**config.mk**
```make
export PLATFORM = sky130hd
export DESIGN_NAME = cassette_fsk_bit_modulator_top
export DESIGN_NICKNAME = d
export VERILOG_FILES = /design/src/rtl/core/cfbm_pkg.sv /design/src/rtl/core/cassette_fsk_bit_modulator_top.sv /design/src/rtl/core/cfbm_engine.sv /design/src/rtl/core/cfbm_out_buf.sv
export SDC_FILE = /design/constraint.sdc
export NUM_CORES = 1
export LEC_CHECK = 0
export BUFFER_PORTS_ARGS = -buffer_cell sky130_fd_sc_hd__buf_2
export CORE_MARGIN = 2
export CORE_UTILIZATION = 50
export CTS_BUF_LIST = sky130_fd_sc_hd__clkbuf_8
export DETAILED_ROUTE_END_ITERATION = 16
export PLACE_DENSITY = 0.68
export SKIP_CTS_REPAIR_TIMING = 1
export SKIP_LAST_GASP = 1
export SLEW_MARGIN = 20
export SYNTH_ARGS = -nofsm -noshare
export SYNTH_HDL_FRONTEND = slang
export SYNTH_HIERARCHICAL = 1
export SYNTH_SLANG_ARGS = --single-unit
```
**constraint.sdc**
```tcl
create_clock -name clk -period 2.53 [get_ports clk]
set_input_delay 0.506 -clock clk [delete_from_list [all_inputs] [get_ports clk]]
set_output_delay 0.506 -clock clk [all_outputs]
set_load 0.03 [all_outputs]
```
**src/rtl/core/cfbm_pkg.sv**
```systemverilog
// Shared types and constants for the cassette FSK bit modulator.
`default_nettype none

package cfbm_pkg;

  localparam int unsigned CARRIER_W  = 14;
  localparam int unsigned HALF_W     = 5;
  localparam int unsigned BITS_W     = 4;
  localparam int unsigned FRAME_W    = 10;

  localparam logic [CARRIER_W-1:0] CARRIER_TICKS = 14'd15000;
  localparam logic [HALF_W-1:0]    TICKS_PER_BIT = 5'd16;
  localparam logic [BITS_W-1:0]    FRAME_BITS    = 4'd10;
  localparam logic [FRAME_W-1:0]   STOP_MARK     = 10'h200;

  typedef enum logic [1:0] {
    CMD_TICK        = 2'd0,
    CMD_LOAD        = 2'd1,
    CMD_CARRIER_ON  = 2'd2,
    CMD_CARRIER_OFF = 2'd3
  } cmd_t;

  typedef struct packed {
    logic tape_level;
    logic tone_phase;
    logic need_byte;
  } result_t;

endpackage

`default_nettype wire

```
**src/rtl/core/cassette_fsk_bit_modulator_top.sv**
```systemverilog
// Top level of the cassette FSK bit modulator.
//
//   channel | signals                               | direction
//   --------+---------------------------------------+----------
//   in      | in_valid, in_ready, command, byte_value | sink
//   out     | out_valid, out_ready, tape_level,      | source
//           | tone_phase, need_byte                  |
//   cfg     | cfg_write_en, cfg_write_data           | sink
//
// One item per clock while in_ready is high; each result is registered.
// State updates at the input transfer; a result register plus skid stage
// lets the next item enter while a result waits, so in_ready drops only
// when both hold data. Synchronous reset clears all state and empties
// the output stages.
`default_nettype none

module cassette_fsk_bit_modulator_top
  import cfbm_pkg::*;
(
  input  wire logic       clk,
  input  wire logic       rst,
  input  wire logic       cfg_write_en,
  input  wire logic       cfg_write_data,
  input  wire logic       in_valid,
  output logic            in_ready,
  input  wire logic [1:0] command,
  input  wire logic [7:0] byte_value,
  output logic            out_valid,
  input  wire logic       out_ready,
  output logic            tape_level,
  output logic            tone_phase,
  output logic            need_byte
);

  logic    fire;
  result_t result;
  result_t out_data;

  assign fire = in_valid && in_ready;

  cfbm_engine u_engine (
    .clk            (clk),
    .rst            (rst),
    .cfg_write_en   (cfg_write_en),
    .cfg_write_data (cfg_write_data),
    .fire           (fire),
    .command        (command),
    .byte_value     (byte_value),
    .result         (result)
  );

  cfbm_out_buf u_out_buf (
    .clk        (clk),
    .rst        (rst),
    .push       (fire),
    .push_data  (result),
    .push_ready (in_ready),
    .out_valid  (out_valid),
    .out_ready  (out_ready),
    .out_data   (out_data)
  );

  assign tape_level = out_data.tape_level;
  assign tone_phase = out_data.tone_phase;
  assign need_byte  = out_data.need_byte;

endmodule

`default_nettype wire

```
**src/rtl/core/cfbm_engine.sv**
```systemverilog
// Modulator state registers and the per-item update logic.
`default_nettype none

module cfbm_engine
  import cfbm_pkg::*;
(
  input  wire logic       clk,
  input  wire logic       rst,
  input  wire logic       cfg_write_en,
  input  wire logic       cfg_write_data,
  input  wire logic       fire,
  input  wire logic [1:0] command,
  input  wire logic [7:0] byte_value,
  output result_t         result
);

  logic                 motor;
  logic [CARRIER_W-1:0] carrier_left, carrier_left_next;
  logic [BITS_W-1:0]    bits_left, bits_left_next;
  logic [HALF_W-1:0]    half_left, half_left_next;
  logic [FRAME_W-1:0]   frame_shift, frame_shift_next;
  logic                 level, level_next;
  logic                 phase, phase_next;
  logic                 need;
  logic [CARRIER_W-1:0] carrier_dec;
  logic [HALF_W-1:0]    half_dec;
  logic [BITS_W-1:0]    bits_dec;
  cmd_t                 cmd;

  assign cmd         = cmd_t'(command);
  assign carrier_dec = carrier_left - 1'b1;
  assign half_dec    = half_left - 1'b1;
  assign bits_dec    = bits_left - 1'b1;

  always_comb begin
    carrier_left_next = carrier_left;
    bits_left_next    = bits_left;
    half_left_next    = half_left;
    frame_shift_next  = frame_shift;
    level_next        = level;
    phase_next        = phase;
    need              = 1'b0;
    case (cmd)
      CMD_TICK: begin
        phase_next = ~phase;
        if (motor) begin
          if (carrier_left != '0) begin
            carrier_left_next = carrier_dec;
            level_next        = carrier_dec[0];
            need              = (carrier_dec == '0);
          end else if (bits_left != '0) begin
            level_next     = frame_shift[0] ? half_left[0] : half_left[1];
            half_left_next = half_dec;
            if (half_dec == '0) begin
              bits_left_next   = bits_dec;
              frame_shift_next = frame_shift >> 1;
              if (bits_dec == '0) begin
                need = 1'b1;
              end else begin
                half_left_next = TICKS_PER_BIT;
              end
            end
          end else begin
            need = 1'b1;
          end
        end
      end
      CMD_LOAD: begin
        bits_left_next   = FRAME_BITS;
        half_left_next   = TICKS_PER_BIT;
        frame_shift_next = STOP_MARK | {1'b0, byte_value, 1'b0};
      end
      CMD_CARRIER_ON: begin
        carrier_left_next = CARRIER_TICKS;
      end
      CMD_CARRIER_OFF: begin
        carrier_left_next = '0;
      end
      default: begin
        carrier_left_next = carrier_left;
      end
    endcase
  end

  assign result.tape_level = level_next;
  assign result.tone_phase = phase_next;
  assign result.need_byte  = need;

  always_ff @(posedge clk) begin
    if (rst) begin
      motor        <= 1'b0;
      carrier_left <= '0;
      bits_left    <= '0;
      half_left    <= '0;
      frame_shift  <= '0;
      level        <= 1'b0;
      phase        <= 1'b0;
    end else begin
      if (cfg_write_en) begin
        motor <= cfg_write_data;
      end
      if (fire) begin
        carrier_left <= carrier_left_next;
        bits_left    <= bits_left_next;
        half_left    <= half_left_next;
        frame_shift  <= frame_shift_next;
        level        <= level_next;
        phase        <= phase_next;
      end
    end
  end

endmodule

`default_nettype wire

```
**src/rtl/core/cfbm_out_buf.sv**
```systemverilog
// Result register with a skid stage on the output channel.
`default_nettype none

module cfbm_out_buf
  import cfbm_pkg::*;
(
  input  wire logic    clk,
  input  wire logic    rst,
  input  wire logic    push,
  input  wire result_t push_data,
  output logic         push_ready,
  output logic         out_valid,
  input  wire logic    out_ready,
  output result_t      out_data
);

  logic    skid_valid;
  result_t skid_data;
  logic    pop;

  assign pop        = out_valid && out_ready;
  assign push_ready = !skid_valid;

  always_ff @(posedge clk) begin
    if (rst) begin
      out_valid  <= 1'b0;
      skid_valid <= 1'b0;
    end else if (skid_valid) begin
      if (pop) begin
        skid_valid <= 1'b0;
      end
    end else if (push) begin
      if (!out_valid || pop) begin
        out_valid <= 1'b1;
      end else begin
        skid_valid <= 1'b1;
      end
    end else if (pop) begin
      out_valid <= 1'b0;
    end
  end

  always_ff @(posedge clk) begin
    if (skid_valid) begin
      if (pop) begin
        out_data <= skid_data;
      end
    end else if (push) begin
      if (!out_valid || pop) begin
        out_data <= push_data;
      end else begin
        skid_data <= push_data;
      end
    end
  end

endmodule

`default_nettype wire

```
* After elaboration in Yosys (flattened, before gate mapping)
Index checks and enable logic that the tools add are counted.
Storage, ports and cells: bits in registers 44, bits of input ports 16, output and inout port bits 5, word-level logic and storage cells 95
Operators by class: $add $sub $neg 3, equal/unequal tests 10, mux-type cells 42, bitwise logic cells 3, reductions and logical operators 22
Operators with widths (number):
- $pmux W14 S3 | 1
- $mux W10 | 4
- $mux W14 | 2
- $mux W5 | 5
- $pmux W10 S2 | 1
- $mux W1 | 19
- $mux W4 | 4
- $logic_not A14 Y1 | 1
- $reduce_bool A14 Y1 | 1
- $sub A14 B1 Y14 const B | 1
- $mux W3 | 4
- $ne A2 B1 Y1 const B | 5
- $pmux W5 S2 | 1
- $reduce_and A3 Y1 | 3
- $pmux W4 S2 | 1
- $reduce_bool A2 Y1 | 4
- $reduce_and A6 Y1 | 1
- $logic_not A5 Y1 | 1
- $reduce_and A5 Y1 | 1
- $sub A5 B1 Y5 const B | 1
- $eq A2 B2 Y1 const B | 2
- $logic_not A4 Y1 | 1
- $ne A2 B2 Y1 const B | 2
- $reduce_and A4 Y1 | 1
- other kinds (9) | 13

* Depth between registers and ports, before layout
Gate-level depths: netlist (run 1).
depth in word-level cells 11, gate-level depth with buffers 10, depth with buffers taken out 8

* By module
The synthesis (run 1) kept the hierarchy.
By module, submodules not included:
- cfbm_engine | times used 1, cells an instance 294, area an instance 2381.0 µm², sequential area each 720.7 µm²
- cfbm_out_buf | times used 1, cells an instance 23, area an instance 352.8 µm², sequential area each 220.2 µm²
- cassette_fsk_bit_modulator_top | times used 1, cells an instance 1, area an instance 6.3 µm², sequential area each 0.0 µm²

* Worst setup path before layout (run 1)
OpenSTA, ideal clock, no wires.
kind reg-to-reg, from reg u_engine.carrier_left[0], to reg, netlist name u_out_buf/out_data[0], library setup time 0.260 ns, arrival time 2.016 ns, required time 2.270 ns, slack 0.254 ns, stages on the path, launching flop included 10, path buffers 1, period minus slack after synthesis 2.276 ns, cells stage by stage dfxtp_1 inv_1 ha_1 or3b_2 a21oi_1 a211oi_1 o2111ai_1 a21oi_1 buf_4 mux2_4
Between the ends: longest elaborated chain between the ends 8, elaborated cells between the ends (all ways) 9, those cells by class 1 x add/sub; 6 x mux; 2 x reduce/logical
Ends and longest elaborated chain:
- start, declared | line cfbm_engine.sv:18 | logic [CARRIER_W-1:0] carrier_left, carrier_left_next;
- start signal, assigned | line cfbm_engine.sv:103 | carrier_left <= carrier_left_next;
- $sub A14 B1 Y14 | line cfbm_engine.sv:31 | assign carrier_dec = carrier_left - 1'b1;
- $logic_not A14 Y1 | line cfbm_engine.sv:50 | need = (carrier_dec == '0);
- $mux W1 (*) | line cfbm_engine.sv:47 | if (carrier_left != '0) begin
- $mux W1 (*) | line cfbm_engine.sv:46 | if (motor) begin
- $mux W1 (*) | line cfbm_engine.sv:43 | case (cmd)
- net u_engine.need | line cfbm_engine.sv:24 | logic need;
- $mux W3 (*) | line cfbm_out_buf.sv:49 | if (!out_valid || pop) begin
- $mux W3 (*) | line cfbm_out_buf.sv:48 | end else if (push) begin
- $mux W3 (*) | line cfbm_out_buf.sv:44 | if (skid_valid) begin
Mark *: on every way through the listed nets, which the timed path passes. The rest lies on a longest branch. The select of a mux whose other input is x is not followed. A chain may end at the register's enable or synchronous reset.

==> results of run 1 <==
[per-layer routing]
layer  share of wire [%]  GRT usage [%]
met1                  47           30.4
met2                  46           35.5
met3                 5.6           3.91
met4                 1.3           8.42
met5                   0              0
[synth_stat cells (5+ instances only)]
master / instances / area share (%)
edfxtp_1: 6 / 6.6
nand3_1: 5 / 0.91
a211oi_1: 7 / 1.9
or3_1: 6 / 1.4
inv_1: 17 / 2.3
o21ai_0: 12 / 2.2
a21oi_1: 36 / 6.6
nor3_1: 10 / 1.8
ha_1: 6 / 2.7
clkbuf_1: 9 / 1.2
dfxtp_1: 38 / 28
nor2b_1: 6 / 1.4
a311oi_1: 6 / 1.9
nor2_1: 23 / 3.2
nand2_1: 26 / 3.6
o31ai_1: 5 / 1.4
[metrics by stage]
stage	setup slack (ns)	util [%]	cells	hold WS (ns)	instance area [µm²]
floorplan	0.254	-	318	0.450	2740
global placement	0.0344	55.4	397	0.466	2880
detailed placement	0.0522	55.4	397	0.474	2880
CTS	0.0377	57.6	405	0.402	3000
global route	0.00913	57.8	405	0.419	3010
finish	0.120	57.8	405	0.411	3010
[kinds of logic after synthesis]
| group | after synthesis |
|---|---|
| simple gates | 121 |
| compound gates | 97 |
| flops | 44 |
| buf+inv | 40 |
| mux | 6 |
| fa+ha+maj | 6 |
| xor+xnor | 4 |
[worst paths after layout]
path / start / to
worst max-delay path: u_engine/carrier_left[1] / u_out_buf/out_data[0]
worst min-delay path: out_ready / u_out_buf/skid_valid
worst max register to register: u_engine/carrier_left[1] / u_out_buf/out_data[0]
worst min register to register: u_engine/frame_shift[1] / u_engine/frame_shift[0]
[where the power goes]
part / switching (mW) / internal (mW) / total (mW)
Sequential: 0.0384 / 0.746 / 0.784
Clock: 0.247 / 0.318 / 0.565
Combinational: 0.230 / 0.148 / 0.378
[area by class of cell]
class / instances / area share [%]
Timing Repair Buffer: 31 / 6.07
Tap cell: 70 / 2.91
Clock buffer: 6 / 2.74
Multi-Input combinational cell: 234 / 53.6
Clock inverter: 2 / 1.12
Sequential cell: 44 / 31.3
Inverter: 18 / 2.25
[state kept, by name, summed over array words and instances, names as in the netlist]
name / cells
u_engine/bits_left: 4
u_engine/carrier_left: 14
u_engine/frame_shift: 10
u_engine/half_left: 5
u_engine/level: 1
u_engine/motor: 1
u_engine/phase: 1
u_out_buf/out_data: 3
u_out_buf/out_valid: 1
u_out_buf/skid_data: 3
u_out_buf/skid_valid: 1
==> impl_metrics.env, run 1 <==
export IMPL_synth_area_um2=2740
export IMPL_multi_input_area_um2=1610
export IMPL_synth_seq_cells=44
export IMPL_fmax_ghz=0.415
export IMPL_hold_viol=0
export IMPL_cts_buffers=5
export IMPL_synthSimpleGateAreaFrac_pct=27.2
export IMPL_io_pins=21
export IMPL_synthCells=318
export IMPL_drc_errors=0
export IMPL_synth_nets=340
export IMPL_die_h_um=78.0
export IMPL_whs_path_depth=2
export IMPL_postRouteAntennaNets=0
export IMPL_overflow=0
export IMPL_r2r_setup_slack_ns=0.12
export IMPL_gp_congestion=0.898
export IMPL_p_leak_nw=1.07
export IMPL_worstSetupStartpointType="flop"
export IMPL_crit_path_max_fanout=8
export IMPL_grt_first_pass_wirelength_mm=10.9
export IMPL_synth_compound_area_share_pct=24.7
export IMPL_wirelength_mm=6.44
export IMPL_start_util_pct=52.6
export IMPL_cts_path_max_buffers=2
export IMPL_hold_class="input port to flop"
export IMPL_synth_cell_type_count=72
export IMPL_cts_sinks=44
export IMPL_htreeDepth=2
export IMPL_cp_depth=8
export IMPL_rsz0062_at_grt="no"
export IMPL_register_area_um2=941
export IMPL_fin_worst_skew_ns=0.00799
export IMPL_layout_common_cells="dfxtp_1 (38), a21oi_1 (35), nand2_1 (26)"
export IMPL_grt_max_degree=21
export IMPL_die_w_um=78.0
export IMPL_dieArea_um2=6090
export IMPL_drive_gt1_share_pct=20.9
export IMPL_ir_drop_mv=0.290
export IMPL_cts_tree="done"
export IMPL_clock_root_buffer="clkbuf_8"
export IMPL_status="completed"
export IMPL_numPortBuffers=20
export IMPL_max_stage_delay_ns=0.50
export IMPL_synth_top_family_by_area="simple AND/OR/NAND/NOR gates"
export IMPL_syn2layout_area_growth_pct=9.82
export IMPL_finalSetupViolCount=0
export IMPL_dr_total_vias=2488
export IMPL_grtUsageTotal_pct=22.3
export IMPL_cap_violations=0
export IMPL_clk_latency_ns=0.31
export IMPL_end_kind="flop"
export IMPL_drt_iter0_drc=212
export IMPL_slew_headroom_pct=56.5
export IMPL_fin_tns_setup_ns=0
export IMPL_total_power_mw=1.73
export IMPL_routed_via_density=6.14
export IMPL_worstSetupPathType="flop to flop"
export IMPL_dp_hpwl_mm=4.55
export IMPL_crit_slowest_cell="or3b_2"
export IMPL_slew_viol_final=0
export IMPL_period_needed_ns=2.41
export IMPL_syn_avg_cell_area_um2=8.62
export IMPL_antenna_cells=0
export IMPL_fin_crit_sh_pct=95.2
export IMPL_synth_edf_count=6
export IMPL_cp_required_ns=2.59
export IMPL_synthFlopType="dfxtp_1"
export IMPL_arrival_ns=2.47
export IMPL_antenna_found_initial=0
export IMPL_core_um2=5200
export IMPL_power_density_nw_per_um2=574
export IMPL_fillers=495
export IMPL_final_common_cell="dfxtp_1"
export IMPL_async_flop_share_pct=0
export IMPL_yosysSeqAreaShare_pct=34.3
export IMPL_cp_top_family="compound AO/OA/AOI/OAI gates"
export IMPL_synth_adder_area_share_pct=2.74
export IMPL_ys_warn_count=6
export IMPL_rr_worst_depth=8
export IMPL_critPathBufInv=1
export IMPL_first_global_vias=2223
export IMPL_routedWlPerCell_um=15.9
export IMPL_num_rows=26
export IMPL_clkSlewWorstSetupHoldPaths_ns=0.08
export IMPL_synthMuxAreaShare_pct=2.74
export IMPL_cp_cell_sequence="inv_1 -> ha_2 -> or3b_2 -> a21oi_2 -> a211oi_1 -> o2111ai_1 -> a21oi_1 -> mux2_4"
export IMPL_synth_xor_area_share_pct=1.28
export IMPL_fin_nets=356
export IMPL_firstDrtPassIters=4
export IMPL_worst_slew_pin_slew_ns=0.646
(Power assumes the default switching activity.)
==> run 2: changes to the inputs <==
Settings changed: ABC_AREA set to 1, MAX_ROUTING_LAYER set to met4, PLACE_DENSITY 0.68 to 0.71.
Clock period 2.53 ns to 1.93 ns, I/O delays scaled along.
==> run 2 against run 1 <==
  * Synthesized cell count grew 31%
  * Power grew 50%
  * Hold slack lost 0.10 ns
  * Clock power grew 28%
  * Non-clock buffer count grew 4
  * Register-to-register slack is essentially flat
  * Count of clock-buffer cells in the layout shrank 1
  * Via count grew 2.9%
  * Global-route usage shrank 0.36 points
  * Routed wire length shrank 5.1%
  * Sequential power grew 34%
  * Largest cell class unchanged
==> impl_metrics.env, run 2 <==
export IMPL_status="completed"
export IMPL_first_global_vias=2265
export IMPL_p_leak_nw=1.46
export IMPL_hold_class="input port to flop"
export IMPL_synth_area_um2=2670
export IMPL_max_flop_register="u_engine/carrier_left"
export IMPL_numPortBuffers=20
export IMPL_worst_slew_pin_slew_ns=0.494
export IMPL_cp_required_ns=2.11
export IMPL_antenna_found_initial=0
export IMPL_routed_via_density=4.93
export IMPL_clk_latency_ns=0.31
export IMPL_fin_worst_skew_ns=0.00587
export IMPL_fin_area_um2=3020
export IMPL_num_rows=26
export IMPL_overflow=0
export IMPL_grtUsageTotal_pct=22.0
export IMPL_synth_nets=440
export IMPL_wirelength_mm=6.11
export IMPL_htreeDepth=2
export IMPL_synth_top_area_share_pct=28.5
export IMPL_drc_errors=0
export IMPL_cts_path_max_buffers=2
export IMPL_drt_iter0_drc=106
export IMPL_slew_viol_final=0
export IMPL_synth_seq_cells=44
export IMPL_clkSlewWorstSetupHoldPaths_ns=0.09
export IMPL_synth_most_common_cell="nand2_1"
export IMPL_fmax_ghz=0.550
export IMPL_stdcell_count=519
export IMPL_worstSetupStartpointType="flop"
export IMPL_placed_cell_area_um2=2860
export IMPL_yosysSeqAreaShare_pct=35.3
export IMPL_end_kind="flop"
export IMPL_power_density_nw_per_um2=858
export IMPL_synthCells=418
export IMPL_hold_viol=0
export IMPL_postRouteAntennaNets=0
export IMPL_syn2layout_area_growth_pct=13.3
export IMPL_ys_warn_count=6
export IMPL_utilization_pct=58.8
export IMPL_fin_nets=470
export IMPL_rsz0062_at_grt="yes"
export IMPL_crit_path_max_fanout=4
export IMPL_synth_commonest_cells="nand2_1 (139), nor2_1 (63), inv_1 (44), dfxtp_1 (38), a21oi_1 (32)"
export IMPL_antenna_cells=0
export IMPL_holdWs_ns=0.306
export IMPL_cts_sinks=44
export IMPL_start_util_pct=51.9
export IMPL_worstSetupPathType="flop to flop"
export IMPL_fin_crit_sh_pct=94.3
export IMPL_die_h_um=77.0
export IMPL_routedWlPerCell_um=11.8
export IMPL_layout_common_cells="nand2_1 (137), nor2_1 (62), inv_1 (42)"
export IMPL_dr_total_vias=2560
export IMPL_syn_avg_cell_area_um2=6.38
export IMPL_die_w_um=77.0
export IMPL_synth_area_leaders="dfxtp_1 (29%), nand2_1 (20%), nor2_1 (8.9%)"
export IMPL_synthFlopType="dfxtp_1"
export IMPL_io_pins=21
export IMPL_arrival_ns=2.00
export IMPL_grt_first_pass_wirelength_mm=10.1
export IMPL_clock_root_buffer="clkbuf_8"
export IMPL_slew_headroom_pct=67.0
export IMPL_core_um2=5140
export IMPL_ir_drop_mv=0.384
export IMPL_final_common_cell="nand2_1"
export IMPL_dp_cells=509
export IMPL_cap_violations=0
export IMPL_dp_hpwl_mm=4.42
export IMPL_period_needed_ns=1.82
export IMPL_largest_registers="u_engine/carrier_left (14), u_engine/frame_shift (10), u_engine/half_left (5)"
export IMPL_synth_edf_count=6
export IMPL_dieArea_um2=5930
export IMPL_cts_buffers=5
export IMPL_largest_reg_flops=14
export IMPL_synth_cell_type_count=29
export IMPL_synth_top_area_cell="dfxtp_1"
export IMPL_gp_congestion=0.928
export IMPL_cts_tree="done"
export IMPL_finalSetupViolCount=0
export IMPL_grt_max_degree=24
export IMPL_firstDrtPassIters=4
export IMPL_async_flop_share_pct=0
export IMPL_drive_gt1_share_pct=17.1
[run 2: cell types whose count changed in the layout (fill, tap and decap cells not counted), sizes merged, moves of 6 or more]
cell,delta
nor3,-9
or3,-6
nor2b,-6
inv,+34
a311oi,-9
a211oi,-7
nand2,+119
nand3,+14
nor2,+47
nor4,-7
[run 2: path summary, 6_finish.rpt]
kind	slack, ns	startpoint	endpoint	cells past startpoint
worst min register to register	0.47	u_engine/frame_shift[4]	u_engine/frame_shift[4]	2
worst min-delay path	0.31	cfg_write_data	u_engine/motor	3
worst max register to register	0.11	u_engine/carrier_left[2]	u_out_buf/out_data[0]	12
worst max-delay path	0.11	u_engine/carrier_left[2]	u_out_buf/out_data[0]	12
[run 2: layout make-up]
cell class | count | area, µm²
well taps | 70 | 87.6
clock inverters | 3 | 42.5
repair buffers | 35 | 225
fillers | 530 | 2120
flip-flops and latches | 44 | 942
inverters | 53 | 199
clock buffers | 5 | 68.8
multi-input cells | 309 | 1460
[run 2: routing by layer]
layer	GRT usage, %	up-vias	wire length, µm
met4	5.71	0	94
met1	26.3	1154	2820
met5	-	-	0
met3	4.71	10	213
met2	37.7	38	2980
li1	-	1358	-
[run 2: per-stage QoR]
stage | total power [mW] | TNS, ns | setup slack (ns)
2_1_floorplan | 1.68 | 0 | 0.150
3_3_place_gp | 1.84 | -0.164 | -0.125
4_1_cts | 2.58 | -0.159 | -0.132
5_1_grt | 2.77 | -0.0756 | -0.0756
6_report | 2.59 | 0 | 0.110
3_5_place_dp | 1.85 | -0.106 | -0.105
[run 2: worst max-delay path, cell delays in order, from the launching register on]
cell	delay, ns
dfxtp_1	0.34
buf_4	0.15
nor2_2	0.15
nand2_2	0.09
nor2_1	0.20
nor2_1	0.08
nor2_1	0.11
nand3_1	0.08
nor2_1	0.13
nand2_1	0.08
a21oi_2	0.15
nand2_1	0.07
nand2_1	0.06
[run 2: cell families (layout without fill, tap and decap cells)]
kind of cell             after synthesis  in the layout  synth area share, %
XOR/XNOR                               4              4                 1.31
AO/OA/AOI/OAI                         50             50                 9.71
buffers and inverters                 65             96                 11.4
AND/OR/NAND/NOR                      249            249                 39.5
flip-flops                            44             44                 35.3
adder cells (fa/ha/maj)                6              6                 2.82
[run 2: where the power goes]
part	total (mW)	switching (mW)	internal, mW
logic	0.817	0.529	0.288
registers	1.05	0.0565	0.995
clock network	0.724	0.340	0.384
total	2.59	0.926	1.67
==> run 3: changes to the inputs <==
Settings changed: REMOVE_ABC_BUFFERS set to 1, SKIP_CTS_REPAIR_TIMING 1 to not set.
==> run 3 against run 2 <==
  * Routed wire length up 0.28%
  * First-iteration DRC count is 14% higher
  * Sequential power about the same
  * Cell count fell by 0.39%
  * Fmax increased by 1.9%
  * Utilization is 0.15 points higher
  * Cell area grew 0.25%
  * Hold slack lost 0.0091 ns
  * Count of clock-buffer cells in the layout unchanged
==> impl_metrics.env, run 3 (synthesized netlist as in run 2, its figures left out) <==
export IMPL_placed_cell_area_um2=2830
export IMPL_die_h_um=77.0
export IMPL_dp_hpwl_mm=4.35
export IMPL_start_util_pct=51.9
export IMPL_grtUsageTotal_pct=22.0
export IMPL_finalSetupViolCount=0
export IMPL_clock_root_buffer="clkbuf_8"
export IMPL_grt_first_pass_wirelength_mm=10.3
export IMPL_whs_path_depth=3
export IMPL_gp_congestion=0.939
export IMPL_clkSlewWorstSetupHoldPaths_ns=0.09
export IMPL_fin_nets=468
export IMPL_postRouteAntennaNets=0
export IMPL_core_um2=5140
export IMPL_routed_via_density=4.94
export IMPL_wirelength_mm=6.12
export IMPL_ir_drop_mv=0.393
export IMPL_rsz0062_at_grt="yes"
export IMPL_largest_registers="u_engine/carrier_left (14), u_engine/frame_shift (10), u_engine/half_left (5)"
export IMPL_fillers=527
export IMPL_hold_viol=0
export IMPL_dr_total_vias=2555
export IMPL_hold_class="input port to flop"
export IMPL_io_pins=21
export IMPL_overflow=0
export IMPL_antenna_cells=0
export IMPL_largest_reg_flops=14
export IMPL_cts_path_max_buffers=2
export IMPL_fmax_ghz=0.560
export IMPL_max_flop_register="u_engine/carrier_left"
export IMPL_cts_tree="done"
export IMPL_firstDrtPassIters=4
export IMPL_worst_slew_pin_slew_ns=0.447
export IMPL_drc_errors=0
export IMPL_fin_worst_skew_ns=0.0125
export IMPL_cts_sinks=44
export IMPL_routedWlPerCell_um=11.8
export IMPL_num_rows=26
export IMPL_arrival_ns=2.00
export IMPL_cts_buffers=5
export IMPL_clk_latency_ns=0.32
export IMPL_status="completed"
export IMPL_cp_required_ns=2.14
export IMPL_first_global_vias=2327
export IMPL_htreeDepth=2
export IMPL_dieArea_um2=5930
export IMPL_numPortBuffers=20
export IMPL_layout_common_cells="nand2_1 (137), nor2_1 (56), inv_1 (42)"
export IMPL_slew_headroom_pct=70.1
export IMPL_die_w_um=77.0
export IMPL_power_density_nw_per_um2=875
export IMPL_cp_endpoint="u_engine/frame_shift[8]"
export IMPL_crit_start="u_engine/half_left[1]"
export IMPL_drt_iter0_drc=121
export IMPL_r2r_start="u_engine/half_left[1]"
export IMPL_fin_crit_sh_pct=92.5
export IMPL_crit_path_max_fanout=7
export IMPL_cap_violations=0
export IMPL_syn2layout_area_growth_pct=13.6
export IMPL_end_kind="flop"
export IMPL_rr_worst_depth=9
export IMPL_total_power_mw=2.65
export IMPL_p_leak_nw=1.44
export IMPL_fin_area_um2=3030
export IMPL_drive_gt1_share_pct=18.8
export IMPL_grt_max_degree=17
export IMPL_period_needed_ns=1.79
export IMPL_antenna_found_initial=0
export IMPL_slew_viol_final=0
export IMPL_worstSetupPathType="flop to flop"
export IMPL_reg2reg_to="u_engine/frame_shift[8]"
export IMPL_final_common_cell="nand2_1"
export IMPL_worstSetupStartpointType="flop"
export IMPL_r2r_setup_slack_ns=0.14
[run 3: worst min path at each step]
stage	endpoint	startpoint	slack (ns)
floorplan	u_engine/frame_shift[9]	u_engine/frame_shift[9]	0.43
global placement	u_engine/frame_shift[9]	u_engine/frame_shift[9]	0.45
detailed placement	u_engine/frame_shift[6]	u_engine/frame_shift[6]	0.46
CTS	u_engine/motor	cfg_write_data	0.29
global route	u_engine/motor	cfg_write_data	0.34
finish	u_engine/motor	cfg_write_data	0.30
[run 3: area by class of cell]
type	instances	area (µm²)	area share, %
Clock buffer	5	68.8	2.27
Clock inverter	3	46.3	1.53
Inverter	53	199	6.57
Multi-Input combinational cell	310	1480	48.9
Sequential cell	44	943	31.1
Tap cell	70	87.6	2.89
Timing Repair Buffer	32	203	6.69
[run 3: critical path: stages (launching register included)]
cell	delay [ns]
dfxtp_1	0.33
inv_1	0.09
ha_1	0.24
xor2_1	0.17
nor2_1	0.12
nand3_2	0.13
a21oi_2	0.23
nand2_1	0.21
nand2_1	0.11
a21oi_1	0.06
[run 3: repair_timing]
action / CTS / global route
cloned: 0 / 1
resized for setup: 2 / 19
pin swaps: 0 / 5
hold buffers: 0 / 0
endpoints found under the setup margin: 4 / 33
hold endpoints to repair: 0 / 0
setup buffers: 0 / 2
[run 3: metal layers]
| metal | part of all wire [%] | routed length, µm | GRT usage (%) |
|---|---|---|---|
| met5 | 0 | 0 | - |
| met2 | 49 | 2980 | 36.6 |
| met1 | 47 | 2880 | 26.7 |
| met4 | 1.7 | 102 | 7.32 |
| met3 | 2.7 | 165 | 4.71 |
[run 3: report_power, final]
part / internal, mW / switching, mW
Combinational: 0.297 / 0.535
Clock: 0.391 / 0.372
Sequential: 0.995 / 0.0605
[run 3: metrics by stage]
step | worst slack, ns | setup TNS (ns) | cells | utilization [%] | hold WS, ns
6_report | 0.144 | 0 | 517 | 58.9 | 0.297
3_5_place_dp | 0.00241 | 0 | 506 | 55.0 | 0.459
4_1_cts | 0.0565 | 0 | 514 | 57.3 | 0.294
3_3_place_gp | 0.0548 | 0 | 506 | 55.0 | 0.449
5_1_grt | -0.0347 | -0.142 | 517 | 58.9 | 0.341
2_1_floorplan | 0.00552 | 0 | 406 | - | 0.435
